==> src/sv/tcce_pkg.sv <==
package tcce_pkg;

    // field widths
    localparam int COORD_W    = 12;
    localparam int COLOR_W    = 24;
    localparam int CODE_W     = 8;
    localparam int CMD_W      = 2;
    localparam int CFG_IDX_W  = 3;
    localparam int CFG_DATA_W = 24;

    // default cell geometry
    localparam int CHAR_WIDTH_DEF  = 8;
    localparam int CHAR_HEIGHT_DEF = 16;
    localparam int TAB_CELLS_DEF   = 8;

    // result queue depth, must be a power of two and at least two
    localparam int QUEUE_DEPTH = 4;

    // command codes
    localparam logic [CMD_W-1:0] CMD_GLYPH  = 2'd0;
    localparam logic [CMD_W-1:0] CMD_SCROLL = 2'd1;
    localparam logic [CMD_W-1:0] CMD_CLEAR  = 2'd2;

    // input modes
    localparam logic MODE_CHAR  = 1'b0;
    localparam logic MODE_CLEAR = 1'b1;

    // console byte codes with special handling
    localparam logic [CODE_W-1:0] CHR_NUL   = 8'h00;
    localparam logic [CODE_W-1:0] CHR_BS    = 8'h08;
    localparam logic [CODE_W-1:0] CHR_TAB   = 8'h09;
    localparam logic [CODE_W-1:0] CHR_LF    = 8'h0A;
    localparam logic [CODE_W-1:0] CHR_CR    = 8'h0D;
    localparam logic [CODE_W-1:0] CHR_SPACE = 8'h20;

    // configuration register indexes
    localparam logic [CFG_IDX_W-1:0] REG_ENABLE      = 3'd0;
    localparam logic [CFG_IDX_W-1:0] REG_LEFT_EDGE   = 3'd1;
    localparam logic [CFG_IDX_W-1:0] REG_TOP_EDGE    = 3'd2;
    localparam logic [CFG_IDX_W-1:0] REG_RIGHT_EDGE  = 3'd3;
    localparam logic [CFG_IDX_W-1:0] REG_BOTTOM_EDGE = 3'd4;
    localparam logic [CFG_IDX_W-1:0] REG_FORE_COLOR  = 3'd5;
    localparam logic [CFG_IDX_W-1:0] REG_BACK_COLOR  = 3'd6;

    // configuration reset values
    localparam logic [COORD_W-1:0] RIGHT_EDGE_RST  = 12'd960;
    localparam logic [COORD_W-1:0] BOTTOM_EDGE_RST = 12'd768;
    localparam logic [COLOR_W-1:0] FORE_COLOR_RST  = 24'h00FFC0;

    // one drawing command
    typedef struct packed {
        logic [CMD_W-1:0]   command;
        logic [COORD_W-1:0] dest_x;
        logic [COORD_W-1:0] dest_y;
        logic [COORD_W-1:0] glyph_x;
        logic [COORD_W-1:0] glyph_y;
        logic [COLOR_W-1:0] color_fore;
        logic [COLOR_W-1:0] color_back;
        logic               last;
    } result_t;

endpackage

==> src/sv/text_console_cursor_engine_top.sv <==
// Text console cursor engine: turns console bytes into drawing commands.
// Input channel: in_valid / in_stall with mode and char_code. A transaction
// is taken at a rising edge with in_valid high and in_stall low. Mode 1
// clears the console and homes the cursor; mode 0 handles one byte.
// Output channel: out_valid / out_stall with one drawing command per
// transaction; last marks the final command caused by one input byte.
// Each byte is decoded and the cursor updated in the cycle it is taken;
// its zero, one or two commands are registered in a four-entry result
// queue, whose head command drives the outputs.
// Throughput is one byte per cycle while the queue holds at most two
// commands; in_stall rises when three or more wait, so the sustained rate
// is set by how fast the receiver drains commands (a byte giving glyph
// plus scroll puts two commands in the queue).
// The configuration port writes one register per cycle on cfg_write; write
// it only while no commands are pending.
// Reset clears the queue, homes the cursor to pixel 0,0 and loads the
// register defaults (console disabled). A stall on the output holds the
// head command steady; the queue absorbs new bytes until in_stall rises.
module text_console_cursor_engine_top #(
    parameter int CHAR_WIDTH  = tcce_pkg::CHAR_WIDTH_DEF,
    parameter int CHAR_HEIGHT = tcce_pkg::CHAR_HEIGHT_DEF,
    parameter int TAB_CELLS   = tcce_pkg::TAB_CELLS_DEF
) (
    input  logic                                 clk,
    input  logic                                 rst_n,
    // configuration port
    input  logic                                 cfg_write,
    input  logic [tcce_pkg::CFG_IDX_W-1:0]       cfg_index,
    input  logic [tcce_pkg::CFG_DATA_W-1:0]      cfg_data,
    // input channel
    input  logic                                 in_valid,
    output logic                                 in_stall,
    input  logic                                 mode,
    input  logic [tcce_pkg::CODE_W-1:0]          char_code,
    // output channel
    output logic                                 out_valid,
    input  logic                                 out_stall,
    output logic [tcce_pkg::CMD_W-1:0]           command,
    output logic [tcce_pkg::COORD_W-1:0]         dest_x,
    output logic [tcce_pkg::COORD_W-1:0]         dest_y,
    output logic [tcce_pkg::COORD_W-1:0]         glyph_x,
    output logic [tcce_pkg::COORD_W-1:0]         glyph_y,
    output logic [tcce_pkg::COLOR_W-1:0]         color_fore,
    output logic [tcce_pkg::COLOR_W-1:0]         color_back,
    output logic                                 last
);

    localparam int CW     = tcce_pkg::COORD_W;
    localparam int KW     = tcce_pkg::COLOR_W;
    localparam int TAB_PX = TAB_CELLS * CHAR_WIDTH;
    localparam int MAX_PX = (TAB_PX > 2 * CHAR_HEIGHT) ? TAB_PX : 2 * CHAR_HEIGHT;
    localparam int STEP_W = $clog2(MAX_PX + 1);
    localparam int SUM_W  = ((STEP_W > CW) ? STEP_W : CW) + 1;
    localparam int DEPTH  = tcce_pkg::QUEUE_DEPTH;
    localparam int PTR_W  = $clog2(DEPTH);
    localparam int CNT_W  = $clog2(DEPTH + 1);

    localparam logic [SUM_W-1:0] W_E   = SUM_W'(CHAR_WIDTH);
    localparam logic [SUM_W-1:0] H_E   = SUM_W'(CHAR_HEIGHT);
    localparam logic [SUM_W-1:0] TAB_E = SUM_W'(TAB_PX);
    localparam logic [CW-1:0]    W_C   = CW'(CHAR_WIDTH);
    localparam logic [CW-1:0]    H_C   = CW'(CHAR_HEIGHT);

    // configuration registers
    logic            enable_reg;
    logic [CW-1:0]   left_edge_reg;
    logic [CW-1:0]   top_edge_reg;
    logic [CW-1:0]   right_edge_reg;
    logic [CW-1:0]   bottom_edge_reg;
    logic [KW-1:0]   fore_color_reg;
    logic [KW-1:0]   back_color_reg;

    // cursor state
    logic [CW-1:0]   cursor_x_reg;
    logic [CW-1:0]   cursor_y_reg;
    logic [CW-1:0]   cursor_x_next;
    logic [CW-1:0]   cursor_y_next;

    // result queue
    tcce_pkg::result_t queue_reg [DEPTH];
    logic [PTR_W-1:0]  head_reg;
    logic [PTR_W-1:0]  tail_reg;
    logic [CNT_W-1:0]  count_reg;
    logic [PTR_W-1:0]  head_next;
    logic [PTR_W-1:0]  tail_next;
    logic [CNT_W-1:0]  count_next;
    logic [PTR_W-1:0]  tail_plus;

    logic              accept;
    logic              pop;
    logic [1:0]        push_n;
    tcce_pkg::result_t res0;
    tcce_pkg::result_t res1;
    tcce_pkg::result_t head_entry;

    // decode temporaries
    logic [SUM_W-1:0]  cx_e;
    logic [SUM_W-1:0]  cy_e;
    logic [SUM_W-1:0]  y_step;
    logic              row_scroll;
    logic [CW-1:0]     row_y;
    logic [SUM_W-1:0]  x_char;
    logic [SUM_W-1:0]  x_tab;
    logic              wrap_char;
    logic              wrap_tab;
    logic [CW-1:0]     bs_end_x;
    logic [tcce_pkg::CODE_W-1:0] glyph_code;
    logic              has_prim;
    logic              has_scroll;
    tcce_pkg::result_t prim_res;
    tcce_pkg::result_t scroll_res;

    assign accept   = in_valid && !in_stall;
    assign in_stall = (count_reg > CNT_W'(DEPTH - 2));
    assign pop      = out_valid && !out_stall;
    assign tail_plus = tail_reg + PTR_W'(1);

    // shared cursor arithmetic: row advance, right moves, backspace target, glyph code
    always_comb
    begin
        cx_e       = SUM_W'(cursor_x_reg);
        cy_e       = SUM_W'(cursor_y_reg);
        y_step     = cy_e + H_E;
        row_scroll = (y_step + H_E) > SUM_W'(bottom_edge_reg);
        if (row_scroll)
        begin
            row_y = (bottom_edge_reg >= H_C) ? (bottom_edge_reg - H_C) : '0;
        end
        else
        begin
            row_y = y_step[CW-1:0];
        end
        x_char    = cx_e + W_E;
        x_tab     = cx_e + TAB_E;
        wrap_char = x_char > SUM_W'(right_edge_reg);
        wrap_tab  = x_tab > SUM_W'(right_edge_reg);
        bs_end_x  = (right_edge_reg >= W_C) ? (right_edge_reg - W_C) : '0;
        glyph_code = (char_code <= tcce_pkg::CHR_SPACE) ? tcce_pkg::CHR_SPACE : char_code;
    end

    // byte decode: next cursor and the commands produced
    always_comb
    begin
        cursor_x_next = cursor_x_reg;
        cursor_y_next = cursor_y_reg;
        has_prim      = 1'b0;
        has_scroll    = 1'b0;

        prim_res            = '0;
        prim_res.color_back = back_color_reg;
        scroll_res            = '0;
        scroll_res.command    = tcce_pkg::CMD_SCROLL;
        scroll_res.color_back = back_color_reg;
        scroll_res.last       = 1'b1;

        if (enable_reg)
        begin
            if (mode == tcce_pkg::MODE_CLEAR)
            begin
                has_prim         = 1'b1;
                prim_res.command = tcce_pkg::CMD_CLEAR;
                cursor_x_next    = left_edge_reg;
                cursor_y_next    = top_edge_reg;
            end
            else
            begin
                case (char_code)
                    tcce_pkg::CHR_NUL:
                    begin
                        has_prim = 1'b0;
                    end
                    tcce_pkg::CHR_CR:
                    begin
                        cursor_x_next = left_edge_reg;
                    end
                    tcce_pkg::CHR_LF:
                    begin
                        cursor_y_next = row_y;
                        has_scroll    = row_scroll;
                    end
                    tcce_pkg::CHR_BS:
                    begin
                        if (cx_e >= SUM_W'(left_edge_reg) + W_E)
                        begin
                            cursor_x_next = cursor_x_reg - W_C;
                        end
                        else if (cy_e >= SUM_W'(top_edge_reg) + H_E)
                        begin
                            cursor_x_next = bs_end_x;
                            cursor_y_next = cursor_y_reg - H_C;
                        end
                    end
                    tcce_pkg::CHR_TAB:
                    begin
                        if (wrap_tab)
                        begin
                            cursor_x_next = left_edge_reg;
                            cursor_y_next = row_y;
                            has_scroll    = row_scroll;
                        end
                        else
                        begin
                            cursor_x_next = x_tab[CW-1:0];
                        end
                    end
                    default:
                    begin
                        has_prim            = 1'b1;
                        prim_res.command    = tcce_pkg::CMD_GLYPH;
                        prim_res.dest_x     = cursor_x_reg;
                        prim_res.dest_y     = cursor_y_reg;
                        prim_res.glyph_x    = CW'(glyph_code[7:5]) * W_C;
                        prim_res.glyph_y    = CW'(glyph_code[4:0]) * H_C;
                        prim_res.color_fore = fore_color_reg;
                        if (wrap_char)
                        begin
                            cursor_x_next = left_edge_reg;
                            cursor_y_next = row_y;
                            has_scroll    = row_scroll;
                        end
                        else
                        begin
                            cursor_x_next = x_char[CW-1:0];
                        end
                    end
                endcase
            end
        end

        prim_res.last = !has_scroll;
        res0   = has_prim ? prim_res : scroll_res;
        res1   = scroll_res;
        push_n = {1'b0, has_prim} + {1'b0, has_scroll};
    end

    // queue pointers
    always_comb
    begin
        head_next  = head_reg;
        tail_next  = tail_reg;
        count_next = count_reg;
        if (pop)
        begin
            head_next = head_reg + PTR_W'(1);
        end
        if (accept)
        begin
            tail_next = tail_reg + PTR_W'(push_n);
        end
        count_next = count_reg + (accept ? CNT_W'(push_n) : '0) - CNT_W'(pop);
    end

    // configuration writes
    always_ff @(posedge clk or negedge rst_n)
    begin
        if (!rst_n)
        begin
            enable_reg      <= 1'b0;
            left_edge_reg   <= '0;
            top_edge_reg    <= '0;
            right_edge_reg  <= tcce_pkg::RIGHT_EDGE_RST;
            bottom_edge_reg <= tcce_pkg::BOTTOM_EDGE_RST;
            fore_color_reg  <= tcce_pkg::FORE_COLOR_RST;
            back_color_reg  <= '0;
        end
        else if (cfg_write)
        begin
            case (cfg_index)
                tcce_pkg::REG_ENABLE:      enable_reg      <= cfg_data[0];
                tcce_pkg::REG_LEFT_EDGE:   left_edge_reg   <= cfg_data[CW-1:0];
                tcce_pkg::REG_TOP_EDGE:    top_edge_reg    <= cfg_data[CW-1:0];
                tcce_pkg::REG_RIGHT_EDGE:  right_edge_reg  <= cfg_data[CW-1:0];
                tcce_pkg::REG_BOTTOM_EDGE: bottom_edge_reg <= cfg_data[CW-1:0];
                tcce_pkg::REG_FORE_COLOR:  fore_color_reg  <= cfg_data[KW-1:0];
                tcce_pkg::REG_BACK_COLOR:  back_color_reg  <= cfg_data[KW-1:0];
                default:
                begin
                    enable_reg <= enable_reg;
                end
            endcase
        end
    end

    // cursor and queue control
    always_ff @(posedge clk or negedge rst_n)
    begin
        if (!rst_n)
        begin
            cursor_x_reg <= '0;
            cursor_y_reg <= '0;
            head_reg     <= '0;
            tail_reg     <= '0;
            count_reg    <= '0;
        end
        else
        begin
            if (accept)
            begin
                cursor_x_reg <= cursor_x_next;
                cursor_y_reg <= cursor_y_next;
            end
            head_reg  <= head_next;
            tail_reg  <= tail_next;
            count_reg <= count_next;
        end
    end

    // queue payload
    always_ff @(posedge clk)
    begin
        if (accept && (push_n != 2'd0))
        begin
            queue_reg[tail_reg] <= res0;
        end
        if (accept && (push_n == 2'd2))
        begin
            queue_reg[tail_plus] <= res1;
        end
    end

    // output channel
    assign head_entry = queue_reg[head_reg];
    assign out_valid  = (count_reg != '0);
    assign command    = head_entry.command;
    assign dest_x     = head_entry.dest_x;
    assign dest_y     = head_entry.dest_y;
    assign glyph_x    = head_entry.glyph_x;
    assign glyph_y    = head_entry.glyph_y;
    assign color_fore = head_entry.color_fore;
    assign color_back = head_entry.color_back;
    assign last       = head_entry.last;

    // queue never overfills
    assert property (@(posedge clk) disable iff (!rst_n)
        count_reg <= CNT_W'(DEPTH))
        else $error("result queue overflow");

    // a byte is only taken when room remains for two commands
    assert property (@(posedge clk) disable iff (!rst_n)
        accept |-> (count_reg <= CNT_W'(DEPTH - 2)))
        else $error("byte taken without room for its commands");

    // a disabled console leaves the cursor alone
    assert property (@(posedge clk) disable iff (!rst_n)
        (accept && !enable_reg) |=> ($stable(cursor_x_reg) && $stable(cursor_y_reg)))
        else $error("cursor moved while console disabled");

    // a disabled console queues nothing
    assert property (@(posedge clk) disable iff (!rst_n)
        (accept && !enable_reg) |=> (count_reg == $past(count_reg) - CNT_W'($past(pop))))
        else $error("command queued while console disabled");

    // a scroll always closes the commands of its byte
    assert property (@(posedge clk) disable iff (!rst_n)
        (out_valid && (command == tcce_pkg::CMD_SCROLL)) |-> last)
        else $error("scroll command not marked last");

endmodule

==> config.mk <==
export PLATFORM = sky130hd
export DESIGN_NAME = text_console_cursor_engine_top
export DESIGN_NICKNAME = d
export VERILOG_FILES = /design/src/sv/tcce_pkg.sv /design/src/sv/text_console_cursor_engine_top.sv
export SDC_FILE = /design/constraint.sdc
export NUM_CORES = 1
export LEC_CHECK = 0
export BUFFER_PORTS_ARGS = -buffer_cell sky130_fd_sc_hd__buf_2
export CAP_MARGIN = 0
export CORE_MARGIN = 5
export CORE_UTILIZATION = 38
export CTS_BUF_LIST = sky130_fd_sc_hd__clkbuf_4 sky130_fd_sc_hd__clkbuf_8
export DETAILED_ROUTE_END_ITERATION = 10
export HOLD_SLACK_MARGIN = 0.02
export PLACE_DENSITY = 0.55
export SYNTH_ARGS = -nofsm -noshare
export SYNTH_HDL_FRONTEND = slang
export SYNTH_SLANG_ARGS = --single-unit
==> constraint.sdc <==
create_clock -name clk -period 13.8 [get_ports clk]
set_input_delay 1.38 -clock clk [delete_from_list [all_inputs] [get_ports clk]]
set_output_delay 1.38 -clock clk [all_outputs]
set_load 0.005 [all_outputs]
* Yosys cells after proc, flatten, opt, wreduce, memory -nomap -nowiden
Memories as Yosys holds them, arrays and structs flattened.
Cells that the tools add are included.
** Operators by class
- Add/sub/neg operators :: 16
- $lt $le $gt $ge :: 9
- Multiplexer cells :: 34
- Equality and inequality tests :: 17
- Reductions and logical operators :: 25
** Operators by type and width (count)
- 2-to-1 mux 12 bit :: 13
- 2-to-1 mux 72 bit :: 2
- 2-to-1 mux 99 bit :: 1
- one-hot mux 12 bit (4 select lines) :: 2
- 2-to-1 mux 74 bit :: 1
- > comparator 13 x 12 -> 1 bit :: 3
- == test 8 x 4 -> 1 bit (second input constant) :: 4
- adder 12 x 4 -> 13 bit (second input constant) :: 2
- adder 12 x 5 -> 13 bit (second input constant) :: 2
- greater-or-equal comparator 12 x 13 -> 1 bit :: 2
- subtractor 12 x 4 -> 12 bit (second input constant) :: 2
- subtractor 12 x 5 -> 12 bit (second input constant) :: 2
- AND reduction 2 bit :: 7
- adder 12 x 7 -> 13 bit (second input constant) :: 1
- adder 13 x 5 -> 13 bit (second input constant) :: 1
- greater-or-equal comparator 12 x 4 -> 1 bit (second input constant) :: 1
- greater-or-equal comparator 12 x 5 -> 1 bit (second input constant) :: 1
- 2-to-1 mux 1 bit :: 11
- == test 3 bit (second input constant) :: 3
- inequality test 3 bit (second input constant) :: 3
- <= comparator 8 x 6 -> 1 bit (second input constant) :: 1
- logical NOT 8 bit :: 1
- 2-to-1 mux 8 bit :: 1
- AND reduction 7 bit :: 1
- 23 further kinds :: 33
** Word-level totals
- Memories kept :: 1
- Word-level logic and storage cells :: 114
- Bits of input ports :: 41
- RAM bits :: 396
- Bits in registers :: 128
- Output and inout port bits :: 101
** Memory list
- queue_reg :: depth 4, bits a word 99, rd ports 1, clocked after memory_dff 0, wr ports 2, RTL line text_console_cursor_engine_top.sv:80 : tcce_pkg::result_t queue_reg [DEPTH];

* Logic depth before layout (Yosys ltp)
- Word-level depth :: 12
- Gate-level depth with buffers :: 26
- Depth with buffers taken out :: 24

* Worst setup path after synthesis
OpenSTA, ideal clock, no wires.
- Kind :: reg-to-reg
- From :: register cursor_y_reg[4]
- To :: memory queue_reg[1][16] in the netlist's numbering (data pin)
- Clock period less this slack :: 4.970 ns
- Cell stages (with the launch flop) :: 26
- Library setup time :: 0.258 ns
- Path buffers :: 3
- Arrival time :: 4.712 ns
- Required time :: 13.542 ns
- Path slack :: 8.830 ns
- Cells stage by stage :: dfrtp_1 > buf_1 > inv_1 > ha_1 > a21boi_0 > o21ai_0 > a21oi_1 > a21oi_1 > xnor2_1 > ha_1 > and4_1 > o21ai_0 > a21oi_1 > o41ai_1 > o211ai_2 > buf_4 > and3_1 > ha_1 > inv_1 > mux2i_1 > nand2_1 > inv_1 > nand2_1 > inv_1 > clkbuf_1 > and2_1
** RTL lines
- start, declared :: RTL line text_console_cursor_engine_top.sv:75 : logic [CW-1:0] cursor_y_reg;
- start signal, assigned :: RTL line text_console_cursor_engine_top.sv:300 : cursor_y_reg <= cursor_y_next;
- end, declared :: RTL line text_console_cursor_engine_top.sv:80

==> key figures <==
Status
  – Status: finished, final reports clean

Finish
  – Max reg flops: 332
  – Ratio of cells with drive above 1 in the final layout: 26.0%
  – P&R area growth vs syn: 13.5%
  – Final nets: 2039

Clocking
  – Postcts setup bufs: 0
  – H-tree levels: 3
  – Clk Latency, worst-skew pair: roughly 670 ps
  – Worst-path clk slew: around 60 ps
  – Number of CTS-inserted buffers: 80
  – Max Root-Sink Buffers: 3
  – Hold bufs inserted after CTS: 0
  – CTS tree: yes
  – CTS Sinks: 460
  – Root Driver: clkbuf_8
  – Post-cts resize count: 0

Synth
  – Post-Syn Area: 21700 µm²
  – Post-synth EDFFs: 96
  – Yosys top cell area share: 21.8%
  – Yosys Warn Count: 0
  – Cells after synthesis: 1827
  – FFs w/ async S/R, synth: between 20% and 30%
  – Syn avg cell area: between 10 and 15 µm²
  – Sequential share of the synthesized area: 49.9%
  – Synth area leader: dfxtp_1
  – Seq cells post-synth: 460
  – Area contributors post-synth: dfxtp_1 22%, edfxtp_1 13%, dfrtp_1 13%
  – Netlist cell types: 88
  – Top FF cell, synth: dfxtp_1

Power
  – Worst vdd ir: 0.0790 mV
  – Leakage power: 10.1 nW
  – PD cells: 216 nW/µm²

STA
  – Tmin final: between 6000 and 7000 ps
  – Worst-margin pin slew: approximately 1200 ps
  – Final setup vio count: 0
  – Fin. Hold Viols: 0
  – Max Clock Skew: ~29 ps
  – Final Slew Violations: 0
  – Hold WS: approximately 450 ps
  – RSZ-0062 raised after global routing: false
  – Setup_tns: 0 ps
  – Fmax: 0.144 GHz
  – Slew HR: 20.9%
  – Final period utilization: roughly half

Routing
  – Wire per inst: 23.2 µm
  – Drt first pass iters: 5
  – Via density: 5.62
  – Detailed Route Iter0 Violations: 959
  – Final WL: 63.8 mm
  – DRC viols: 0
  – Antenna Nets Post-Route: 0
  – Total vias in the final route: 15400

Worst setup path
  – Worst-path fanout max: 58
  – Worst Reg-to-Reg Cells: 20
  – Worst path required time: 14350 ps
  – Critical Path Sink Type: flop
  – WS Path Type: flop to flop
  – R2R Path Start: cursor_y_reg[4]
  – Reg-to-reg slack, setup: 6850 ps
  – Slowest stage cell, crit path: inv_1
  – CP bufs+invs: 3
  – Top delay family on crit path: compound AO/OA/AOI/OAI gates
  – Crit path top cell by count: ha_1
  – CP cell instances: ha_1 > nand3_1 > nor2_1 > xor2_1 > nand3b_1 > xnor2_1 > ha_1 > a21oi_1 > nand2_1 > o41ai_1 > o211ai_2 > and3_1 > ha_1 > nand3_1 > o31ai_2 > buf_4 > nand2_2 > buf_4 > inv_1 > o22a_1
  – Critical Path Max Stage Delay: approximately 760 ps
  – WP data arrival: 7500 ps
  – Crit start category: flop
  – R2r endpoint: queue_reg[2][97]

Min path
  – HP Start: queue_reg[2][55]
  – Hold Path End: queue_reg[2][55]
  – HP Class: flop to flop
  – Hold Path Depth: 2

Job
  – Max Cap Viol: 0

Floorplanning
  – Core Rows: between 80 and 90
  – Die area: 61900 µm²
  – Die W: 249 µm
  – Core Box Area: 56500 µm²
  – Die Y-Extent: roughly 250 µm
  – Starting Density: 38.4%
  – # IOs: 142

Placement
  – HPWL Detailed: 41.1 mm
  – Global placer's final weighted congestion: 0.861
  – I/O Buffers: 125

Global routing
  – Initial antenna violation count: 7
  – Largest net degree at the start of global routing: between 70 and 80
  – Vias in the first global route: 15800
  – Gr ovfl total: 0
  – GRT Overall Usage: 20.1%
  – First-pass GRT wire length: 98.5 mm
-- metrics by stage --
| stage | setup slack, ps | instances | instance area [µm²] | util, % | power (mW) |
|---|---|---|---|---|---|
| finish | 6850 | 2746 | 24600 | 43.5 | 5.31 |
| global route | 6360 | 2746 | 24600 | 43.5 | 5.66 |
| CTS | 6820 | 2745 | 24600 | 43.5 | 5.36 |
| detailed placement | 6870 | 2595 | 22900 | 40.5 | 4.02 |
| global placement | 7100 | 2595 | 22900 | 40.5 | 3.97 |
| floorplan | 8830 | 1842 | 21700 | - | 3.37 |
-- layout by cell type (no fill, tap or decap), types with 13 or more instances in the layout --
cell / synthesis / layout
clkinv_2: 0 / 13
mux2i_1: 19 / 19
nand3_1: 32 / 32
buf_4: 18 / 20
a21oi_1: 40 / 40
clkbuf_4: 0 / 30
xnor2_1: 41 / 41
inv_1: 59 / 59
nor2_1: 62 / 58
nand2_1: 121 / 117
ha_1: 76 / 76
dfstp_2: 16 / 16
conb_1: 1 / 16
a22o_1: 208 / 208
edfxtp_1: 96 / 96
dfrtp_1: 112 / 110
and3_1: 58 / 58
mux2_2: 85 / 85
and2_1: 49 / 49
xor2_1: 22 / 22
dfxtp_1: 236 / 236
clkbuf_8: 0 / 99
nand4_1: 13 / 13
mux4_2: 83 / 83
nor3_1: 19 / 18
o21ai_0: 61 / 61
buf_2: 34 / 124
-- worst min-delay path: cells and delay by family (launching register included) --
| family | cells | cell delay (ps) |
|---|---|---|
| AND/OR/NAND/NOR | 1 | 40 |
| flip-flops | 1 | 320 |
| AO/OA/AOI/OAI | 1 | 50 |
-- layer usage --
layer | GRT usage [%] | part of all wire (%)
met5 | 0 | 0.056
met4 | 4.71 | 1.8
met3 | 3.85 | 4.9
met2 | 32.8 | 48
met1 | 27.8 | 46
-- report_power, final --
group / switching (mW) / internal [mW]
combinational: 0.960 / 0.900
clock: 0.587 / 0.739
sequential: 0.410 / 1.72
-- cells in the mapped netlist, types with 59 or more instances --
master,n
clkbuf_1,80
inv_1,59
o21ai_0,61
nor2_1,62
a22o_1,208
dfxtp_1,236
edfxtp_1,96
mux2_2,85
nand2_1,121
dfrtp_1,112
mux4_2,83
ha_1,76
-- layout make-up --
class	count	area (µm²)
multi-input combinational	1174	10100
inverter	60	225
clock inverter	21	145
timing repair buffer	145	782
antenna	1	2.50
tap	756	946
fill	5303	31900
clock buffer	129	1590
sequential	460	10800
-- cells by family (layout without fill, tap and decap cells) --
logic type                 after synthesis  after routing  synth area share, %
DFF                                    460            460                 49.9
AOI/OAI and AO/OA                      426            426                 15.3
and+or+nand+nor                        404            404                 9.61
buffers and inverters                  208            355                 4.14
muxes                                  188            188                 14.0
adders and majority gates               77             77                 4.48
xor gates and xnor gates                63             63                 2.54
other                                    1             17               0.0173
-- how the worst max path moves through the flow --
| stage | cells after the start | to | from |
|---|---|---|---|
| 2_1_floorplan | 25 | queue_reg[1][16] | cursor_y_reg[4] |
| 3_3_place_gp | 20 | queue_reg[2][97] | cursor_y_reg[4] |
| 3_5_place_dp | 20 | queue_reg[2][97] | cursor_y_reg[4] |
| 4_1_cts | 20 | queue_reg[2][97] | cursor_y_reg[4] |
| 5_1_grt | 20 | queue_reg[2][97] | cursor_y_reg[4] |
| 6_report | 20 | queue_reg[2][97] | cursor_y_reg[4] |
(Power assumes the default switching activity.)
